[config.mk]
export PLATFORM = sky130hd
export DESIGN_NAME = dspe_ram
export DESIGN_NICKNAME = d
export VERILOG_FILES = /design/src/rtl/core/dspe_ram.sv
export SDC_FILE = /design/constraint.sdc
export NUM_CORES = 1
export LEC_CHECK = 0
export BUFFER_PORTS_ARGS = -buffer_cell sky130_fd_sc_hd__clkbuf_2
export CAP_MARGIN = 25
export CORE_MARGIN = 3
export CORE_UTILIZATION = 31
export DETAILED_ROUTE_END_ITERATION = 16
export GPL_ROUTABILITY_DRIVEN = 1
export PLACE_DENSITY_LB_ADDON = 0.1
export REMOVE_ABC_BUFFERS = 1
export SYNTH_ARGS = -nofsm -noshare
export SYNTH_HDL_FRONTEND = slang
export SYNTH_SLANG_ARGS = --single-unit
[constraint.sdc]
create_clock -name i_clk -period 1.36 [get_ports i_clk]
set_input_delay 0 -clock i_clk [delete_from_list [all_inputs] [get_ports i_clk]]
set_output_delay 0 -clock i_clk [all_outputs]
set_load 0.01 [all_outputs]
[src/rtl/core/dspe_ram.sv]
module dspe_ram #(
    parameter int WIDTH = 8,
    parameter int DEPTH = 16
) (
    input  logic                     i_clk,
    input  logic                     i_we,
    input  logic [$clog2(DEPTH)-1:0] i_waddr,
    input  logic [WIDTH-1:0]         i_wdata,
    input  logic [$clog2(DEPTH)-1:0] i_raddr,
    output logic [WIDTH-1:0]         o_rdata
);
    logic [WIDTH-1:0] r_mem [DEPTH];

    always_ff @(posedge i_clk) begin
        if (i_we) begin
            r_mem[i_waddr] <= i_wdata;
        end
        o_rdata <= r_mem[i_raddr];
    end
endmodule

# Word level (Yosys, flattened, before mapping)
# Memory sizes are Yosys's and may differ from the RTL's. A register that Yosys moved wholly into a read port is not among the register bits.
# Cells that the tools add are included.
[op_classes]
mux = 2
[op_table]
columns = ["op", "n"]
rows = [
  ["1-bit two-way mux", 2],
]
[totals]
output_inout_bits = 8
inputBits = 18
mem_count = 1
wordCells = 3
mem_bits_rw = 128
regBits = 0
[memory_table]
columns = ["name", "words", "width", "read_ports", "rd_ports_with_merged_regs", "wr", "line_no", "text"]
rows = [
  ["r_mem", 16, 8, 1, 1, 1, "12", "logic [WIDTH-1:0] r_mem [DEPTH];"],
]

# Logic depth before layout (Yosys ltp)
# Gate-level depths: netlist of the first run.
[logic_depth]
depth_word = 2
ltp_mapped = 5
mapped_depth_nobuf = 3

# Least setup slack after synthesis of the first run
# No wires, ideal clock.
[synth_path]
path_kind = "input -> register"
startpoint = "in i_waddr[2]"
endpoint = "mem r_mem[0][0], enable pin"
stages = 2
setup_time_ns = 0.383
t_required_ns = 0.977
arrival_time_ns = 1.110
setup_slack_ns = -0.133
cell_sequence = "or3b_2 nor3_1"
[synth_rtl]
columns = ["element", "line_no", "text"]
rows = [
  ["start: declaration", "7", "input logic [$clog2(DEPTH)-1:0] i_waddr,"],
  ["end: declaration", "12", ""],
]
# Straight into the memory's write port.

==> metrics, run 1 <==
outcome=complete, no violations; Hold Buf Count CTS=0; Die H=around 130 um; ANT cells=0; Area Growth Syn to Fin=21.0%; synthesized flop and latch total=136; clock transition at the registers of the reported paths=roughly 60 ps; crit path max fanout=1; Die W=between 100 and 150 um; area share of and/or/nand/nor cells after synthesis=under 10%; CP endpoint kind=flop; r2r startpoint=r_mem[10][6]; actual slew at the worst max-slew pin=939 ps; DR vias/cell=~4.7; Mapped Area=between 0.005 and 0.006 sq mm; Max VDD drop=~940 uV; share of layout cells above drive strength 1=between 30 and 40%; Hold Vio Cnt, Final=0; WL/cell=~21 um; initial DRC count=between 150 and 200; fill cell count=1470; Max Slew Vio Count=0; P_leak=around 2.1 nW; mux cell area share after synthesis=between 10% and 20%; r2r endpoint=o_rdata[6]; number of global-route vias before repair=roughly 2500; non-filler instance count after layout=518; Antenna Nets Post-Route=0; setup violators final=0; first-pass GRT wire length=between 15 and 20 mm; IO Port Bufs=25; pin count of the biggest net entering global routing=25; I/O pin total=26; final worst slack=between 50 and 60 ps; DRT Pass-1 Iters=4; drt total wl=around 11 mm; drt drc=0; DP HPWL=7.16 mm; Max Clock Skew=about 5.5 ps; die area=approximately 0.018 sq mm; Pwr Total=between 9 and 10 mW; CP cell instances=mux4_2 -> a22oi_1 -> nand2_1; GRT Overall Usage=between 10% and 20%; worst-skew pair later-pin latency=410 ps; Hold Crit Start=i_wdata[5]; compound-cell area share of the yosys netlist=approximately 2.3%; Bufs on Longest Clock Path=2; post-route clock period utilization=96.2%; RD Place Congestion=~0.73; post-synthesis adder-cell area fraction=0%; post-placement cell count=between 400 and 500; H-tree level count=4; Crit path largest cell delay=between 400 and 500 ps; max cap viols=0; Worst EP required=1650 ps; commonest non-fill, non-tap cell in the layout=edfxtp_1; synth warn=0; total CTS buffers=17; Post-Synthesis Cells=~230; Syn Area/Cell=22.5 sq um; Final Critical Period=1310 ps; R2R depth=3; RSZ-0062 raised after global routing=no; floorplan core area=between 0.015 and 0.02 sq mm; relative slew slack=a little under two fifths; pwr dens=roughly 1500 mW/mm^2; post-synthesis sequential area ratio=approximately 78%; Root Buffer=clkbuf_16; CP arrival=approximately 1600 ps; flop-to-flop setup slack=about 52 ps; Synth cell types=19; main combinational cell family by area after synthesis=multiplexers; # rows=46; worst min path class=input pin to flop; Post-CTS Repair Setup Buffers=0; commonest non-fill, non-tap cells in the layout=edfxtp_1 (128), clkbuf_2 (25), buf_4 (24), mux4_2 (20), clkbuf_16 (17); fmax=approximately 0.76 GHz; synthesized-area fraction occupied by xor and xnor cells=0%; CP max-delay cell=mux4_2; Initial Utilization=between 30% and 40%; final net count=307; Largest delay share family, worst path=multiplexers; vias=about 2400; GRT overflow=0; CTS tree=built; Clock Sinks=around 140; initial antenna violation count=0; Hold Crit Depth=1; critical path launch point type=flop; WHS Endpoint=r_mem[11][5]; WS Path Type=flop to flop; Buf/Inv on CP=0; dpl ws=-132 ps
==> registers in the layout (all words and copies together) (netlist names) <==
register,count
r_mem,128
o_rdata,8
==> routing by layer <==
| metal | vias up | routed length, um | global-route usage, % | share of wire [%] |
|---|---|---|---|---|
| met5 | - | 0 | 0 | 0 |
| met4 | 0 | 236 | 6.11 | 2.2 |
| met3 | 18 | 346 | 3.32 | 3.2 |
| met2 | 44 | 5040 | 19.0 | 47 |
| met1 | 1280 | 5130 | 18.2 | 48 |
| li1 | 1094 | - | - | - |
==> Yosys cell counts, drive strengths merged <==
| cell type | number | area share, % |
|---|---|---|
| a22oi | 16 | 2.3 |
| dfxtp | 8 | 3.1 |
| clkdlybuf4s25 | 3 | 0.58 |
| nand2 | 9 | 0.66 |
| nor2 | 13 | 0.95 |
| and2 | 1 | 0.12 |
| or3b | 1 | 0.17 |
| nand2b | 2 | 0.24 |
| buf | 7 | 1.1 |
| mux4 | 32 | 15 |
| and2b | 1 | 0.15 |
| nand3b | 2 | 0.29 |
| nor3 | 4 | 0.39 |
| nor2b | 1 | 0.12 |
| nand3 | 1 | 0.097 |
| edfxtp | 128 | 75 |
==> worst max-delay path by stage <==
stage,depth (start not counted),startpoint,end
after detailed placement,5,i_raddr[0],o_rdata[4]
after global routing,3,r_mem[1][3],o_rdata[3]
final,3,r_mem[10][6],o_rdata[6]
after CTS,3,r_mem[9][4],o_rdata[4]
after floorplan,2,i_waddr[2],r_mem[0][0]
after global placement,5,i_raddr[0],o_rdata[4]
==> what timing repair did <==
action / in CTS / in global routing
hold endpoints to repair: 0 / 0
setup endpoints to repair: 2 / 7
pin swaps: 0 / 3
gates resized for setup: 2 / 7
==> metrics by stage <==
step	cell area [sq um]	util, %	hold WS [ps]	setup TNS [ps]
2_1_floorplan	5060	-	98.9	-1060
3_3_place_gp	5680	35.4	390	-481
3_5_place_dp	5680	35.4	390	-379
4_1_cts	6210	38.7	7.74	0
5_1_grt	6230	38.8	34.7	0
6_report	6230	38.8	12.2	0
==> where the power goes <==
group | leakage [nW] | internal, mW | total (mW) | switching (mW)
clock network | 0.254 | 2.49 | 4.06 | 1.57
logic | 0.614 | 0.203 | 0.472 | 0.269
registers | 1.22 | 4.69 | 4.72 | 0.0283
==> layout make-up <==
cell class	instances	area, sq um	share of cell area [%]
Clock buffer	23	448	7.19
Clock inverter	9	77.6	1.25
Multi-Input combinational cell	83	1080	17.4
Sequential cell	136	4000	64.3
Tap cell	216	270	4.34
Timing Repair Buffer	51	345	5.54
==> kinds of logic (layout without fill, tap and decap cells) <==
group	count (synthesis)	in the layout
simple gates	35	35
mux	32	32
flops	136	136
buf+inv	10	83
compound gates	16	16
(Power assumes the default switching activity.)
==> run 2, diff against run 1 <==
--- a/config.mk
+++ b/config.mk
@@ -8,10 +8,11 @@
 export BUFFER_PORTS_ARGS = -buffer_cell sky130_fd_sc_hd__clkbuf_2
 export CAP_MARGIN = 25
 export CORE_MARGIN = 3
-export CORE_UTILIZATION = 31
+export CORE_UTILIZATION = 53
 export DETAILED_ROUTE_END_ITERATION = 16
 export GPL_ROUTABILITY_DRIVEN = 1
-export PLACE_DENSITY_LB_ADDON = 0.1
+export GPL_TIMING_DRIVEN = 0
+export PLACE_DENSITY = 0.73
 export REMOVE_ABC_BUFFERS = 1
 export SYNTH_ARGS = -nofsm -noshare
 export SYNTH_HDL_FRONTEND = slang
==> metrics, run 2 (same netlist as run 1, synthesis figures left out) <==
crit path max fanout=5; Max Slew Vio Count=0; Area Growth Syn to Fin=20.0%; outcome=complete, no violations; flop-to-flop setup slack=about 40 ps; floorplan core area=roughly 0.0093 sq mm; drt drc=0; vias=around 2400; pin count of the biggest net entering global routing=33; worst min path class=input pin to flop; DR vias/cell=between 5 and 6; Max Clock Skew=roughly 6 ps; Hold Vio Cnt, Final=0; pwr dens=between 1500 and 2000 mW/mm^2; setup violators final=0; WS Path Type=input pin to flop; Combinational Power Share=4.5%; Max VDD drop=roughly 1300 uV; CTS tree=built; initial DRC count=approximately 160; commonest non-fill, non-tap cell in the layout=edfxtp_1; Hold Crit Start=i_waddr[3]; initial antenna violation count=0; CP endpoint kind=flop; dpl ws=-463 ps; largest registers=r_mem (128), o_rdata (8); Die W=around 100 um; GRT overflow=0; RSZ-0062 raised after global routing=yes; first-pass GRT wire length=roughly 15 mm; DP HPWL=~5.7 mm; final worst slack=roughly 18 ps; r2r startpoint=r_mem[8][0]; final net count=approximately 300; r2r endpoint=o_rdata[0]; relative slew slack=between 30% and 40%; Worst EP required=approximately 1600 ps; RD Place Congestion=between 0.7 and 0.8; Final Util=66.2%; Final Critical Period=around 1300 ps; total CTS buffers=17; GRT Overall Usage=a little under a fifth; hold slack=35.8 ps; Post-Route Setup TNS=0 ps; post-route clock period utilization=between 90 and 100%; clock transition at the registers of the reported paths=~60 ps; Pwr Total=about 10 mW; Pint=about 8.3 mW; R2R depth=3; commonest non-fill, non-tap cells in the layout=edfxtp_1 (128), clkbuf_2 (25), mux4_2 (24), clkbuf_16 (16), nor2_1 (13); Largest register FFs=~130; Bufs on Longest Clock Path=2; CP arrival=roughly 1600 ps; Root Buffer=clkbuf_8; Clock Sinks=between 100 and 150; sw power=between 2 and 2.5 mW; IO Port Bufs=25; Net Sw Frac=between 10% and 20%; die area=0.0109 sq mm; fmax=about 0.74 GHz; Initial Utilization=a little under three fifths; ANT cells=0; # rows=35; number of global-route vias before repair=around 2600; Die H=about 100 um; actual slew at the worst max-slew pin=roughly 920 ps; WL/cell=22.6 um; Antenna Nets Post-Route=0; Hold Crit Depth=3; drt total wl=9.48 mm; Flop pwr share=between 40% and 50%; share of layout cells above drive strength 1=33.0%; H-tree level count=4; DRT Pass-1 Iters=4; P_leak=approximately 2.1 nW; Clock power frac=approximately half; I/O pin total=26; max cap viols=0; largest register by flop count=r_mem; worst-skew pair later-pin latency=520 ps; critical path launch point type=input pin; WHS Endpoint=r_mem[0][0]
[run 2: cell types whose count changed in the layout (fill, tap and decap cells not counted), sizes merged]
cell         previous run  this run
buf                    26         5
bufinv                  1         6
clkbuf                 48        43
clkinv                  7         2
clkinvlp                1         2
dlygate4sd3             0        10
inv                     0         4
[run 2: worst max path at each step]
| stage | startpoint | end | slack (ps) | cells past startpoint |
|---|---|---|---|---|
| after floorplan | i_waddr[2] | r_mem[0][0] | -130 | 2 |
| after global placement | i_raddr[0] | o_rdata[3] | -790 | 4 |
| after detailed placement | i_raddr[0] | o_rdata[1] | -460 | 5 |
| after CTS | i_waddr[1] | r_mem[8][4] | 4 | 4 |
| after global routing | i_waddr[1] | r_mem[4][7] | -80 | 4 |
| final | i_waddr[1] | r_mem[0][7] | 20 | 4 |
[run 2: stage by stage]
| step | instance area (sq um) | instances |
|---|---|---|
| final | 6170 | 420 |
| after floorplan | 5060 | 219 |
| after detailed placement | 5390 | 378 |
| after CTS | 6160 | 420 |
| after global routing | 6170 | 420 |
| after global placement | 5350 | 373 |
[run 2: layout make-up]
cell class	instances	area, sq um
Sequential cell	136	4000
Fill cell	600	3150
Multi-Input combinational cell	83	1080
Clock buffer	18	418
Timing Repair Buffer	40	268
Clock inverter	14	244
Tap cell	129	161
[run 2: routing by layer]
layer | global-route usage [%] | vias up | share of wire [%]
met5 | 0 | - | 0
met4 | 6.17 | 0 | 1.4
met3 | 6.79 | 14 | 5.8
met2 | 30.2 | 81 | 51
met1 | 25.2 | 1246 | 42
li1 | - | 1070 | -
[run 2: worst max-delay path, stage by stage]
cell and delay (ps):
clkbuf_2 100, dlygate4sd3_1 610, nor3_1 510, buf_2 330
[run 2: power by group through the flow]
stage	Clock [mW]	Sequential [mW]	Combinational, mW
after floorplan	0	4.81	0.188
after global placement	0	4.79	0.405
after detailed placement	0	4.80	0.426
after CTS	5.15	4.71	0.458
after global routing	5.35	4.72	0.510
final	5.09	4.71	0.467
[run 2: timing repair]
action                                  4_1_cts  5_1_grt
endpoints found under the setup margin        3       27
pin swaps                                     2        3
buffers inserted                              0        0
hold endpoints to repair                    140        0
hold buffers                                 10        0
gates resized for setup                       5       11
==> run 3, diff against run 2 <==
--- a/config.mk
+++ b/config.mk
@@ -12,8 +12,9 @@
 export DETAILED_ROUTE_END_ITERATION = 16
 export GPL_ROUTABILITY_DRIVEN = 1
 export GPL_TIMING_DRIVEN = 0
-export PLACE_DENSITY = 0.73
+export PLACE_DENSITY = 0.71
 export REMOVE_ABC_BUFFERS = 1
+export SETUP_SLACK_MARGIN = 0.1
 export SYNTH_ARGS = -nofsm -noshare
 export SYNTH_HDL_FRONTEND = slang
 export SYNTH_SLANG_ARGS = --single-unit
==> constraint.sdc (replaced) <==
create_clock -name i_clk -period 1.7 [get_ports i_clk]
set_input_delay 0 -clock i_clk [delete_from_list [all_inputs] [get_ports i_clk]]
set_output_delay 0 -clock i_clk [all_outputs]
set_load 0.01 [all_outputs]
==> metrics, run 3 (same netlist as run 1, synthesis figures left out) <==
max cap viols=0; Die H=105 um; GRT overflow=0; number of global-route vias before repair=2507; Max Clock Skew=12.0 ps; crit path capture=o_rdata[2]; Max Slew Vio Count=0; DR vias/cell=5.67; GRT Overall Usage=roughly a fifth; Initial Utilization=approximately 55%; Post-CTS Repair Setup Buffers=0; flop-to-flop setup slack=between 300 and 400 ps; Largest register FFs=about 130; initial antenna violation count=0; CP max-delay cell=mux4_1; H-tree level count=4; relative slew slack=35.8%; dpl cell area=roughly 0.0054 sq mm; die area=between 0.01 and 0.015 sq mm; vias=2370; IO Port Bufs=25; Largest delay share family, worst path=multiplexers; RD Place Congestion=around 0.71; Hold Buf Count CTS=9; P_leak=2.05 nW; clock transition at the registers of the reported paths=60 ps; drt drc=0; Post-Route Setup TNS=0 ps; initial DRC count=around 180; WL/cell=about 23 um; CP Depth=3; CP arrival=1750 ps; final worst slack=319 ps; RSZ-0062 raised after global routing=no; CP cell instances=mux4_1 -> a22oi_1 -> nand2_1; Max VDD drop=about 790 uV; Antenna Nets Post-Route=0; fmax=around 0.72 GHz; post-placement cell count=around 380; pwr dens=1280 mW/mm^2; CTS tree=built; worst setup path start=r_mem[0][2]; I/O pin total=26; ANT cells=0; DRT Pass-1 Iters=4; final net count=between 200 and 300; share of layout cells above drive strength 1=roughly 28%; Final Util=65.3%; Bufs on Longest Clock Path=2; Crit path largest cell delay=about 500 ps; # resized after CTS=0; Clock Sinks=136; floorplan core area=~0.0093 sq mm; total CTS buffers=17; first-pass GRT wire length=~15 mm; pin count of the biggest net entering global routing=33; worst min path class=input pin to flop; Worst EP required=about 2100 ps; r2r startpoint=r_mem[0][2]; r2r endpoint=o_rdata[2]; largest registers=r_mem (128), o_rdata (8); critical path launch point type=flop; Die W=105 um; CP endpoint kind=flop; actual slew at the worst max-slew pin=960 ps; worst-skew pair later-pin latency=500 ps; commonest non-fill, non-tap cell in the layout=edfxtp_1; Root Buffer=clkbuf_8; Hold Vio Cnt, Final=0; R2R depth=3; DP HPWL=around 5.7 mm; Buf/Inv on CP=0; post-route clock period utilization=81.2%; non-filler instance count after layout=between 400 and 500; post-route cell area=0.00609 sq mm; Final Critical Period=between 1000 and 1500 ps; setup violators final=0; WS Path Type=flop to flop; Area Growth Syn to Fin=18.3%; crit path max fanout=1; largest register by flop count=r_mem; commonest non-fill, non-tap cells in the layout=edfxtp_1 (128), clkbuf_2 (25), mux4_2 (18), a22oi_1 (16), clkbuf_16 (16); dpl ws=-194 ps; drt total wl=9.57 mm; outcome=complete, no violations; # rows=35
-- run 3: how the worst min path moves through the flow --
stage                     from  depth (start not counted)            to  slack [ps]
global placement    o_rdata[2]                          1    o_rdata[2]         390
finish              i_waddr[1]                          2   r_mem[4][0]           7
CTS                 i_waddr[1]                          2   r_mem[4][0]           2
global route        i_waddr[0]                          2  r_mem[12][1]          20
detailed placement  o_rdata[3]                          1    o_rdata[3]         390
floorplan           i_wdata[0]                          0   r_mem[0][0]         100
-- run 3: final cells by class --
cell class,instances,area (sq um)
clock buffers,19,422
clock inverters,13,180
well taps,129,161
flip-flops and latches,136,4000
repair buffers,38,255
fillers,612,3240
multi-input cells,83,1070
-- run 3: power breakdown --
part | switching [mW] | internal, mW | total, mW
combinational | 0.201 | 0.153 | 0.354
sequential | 0.0180 | 3.75 | 3.77
clock | 1.32 | 2.37 | 3.70
-- run 3: layer usage --
metal  routed length (um)  track usage, %  vias up  share of wire, %
met4                   34            4.84        0              0.36
li1                     -               -     1069                 -
met5                    0               0        -                 0
met2                 4870            29.5       85                51
met1                 4060            26.8     1212                42
met3                  612            5.06        4               6.4
-- run 3: stage by stage --
stage	hold slack, ps	power (mW)
after floorplan	98.9	4.00
after global placement	387	4.16
after detailed placement	389	4.18
after CTS	1.52	7.85
after global routing	22.9	8.05
final	7.42	7.82
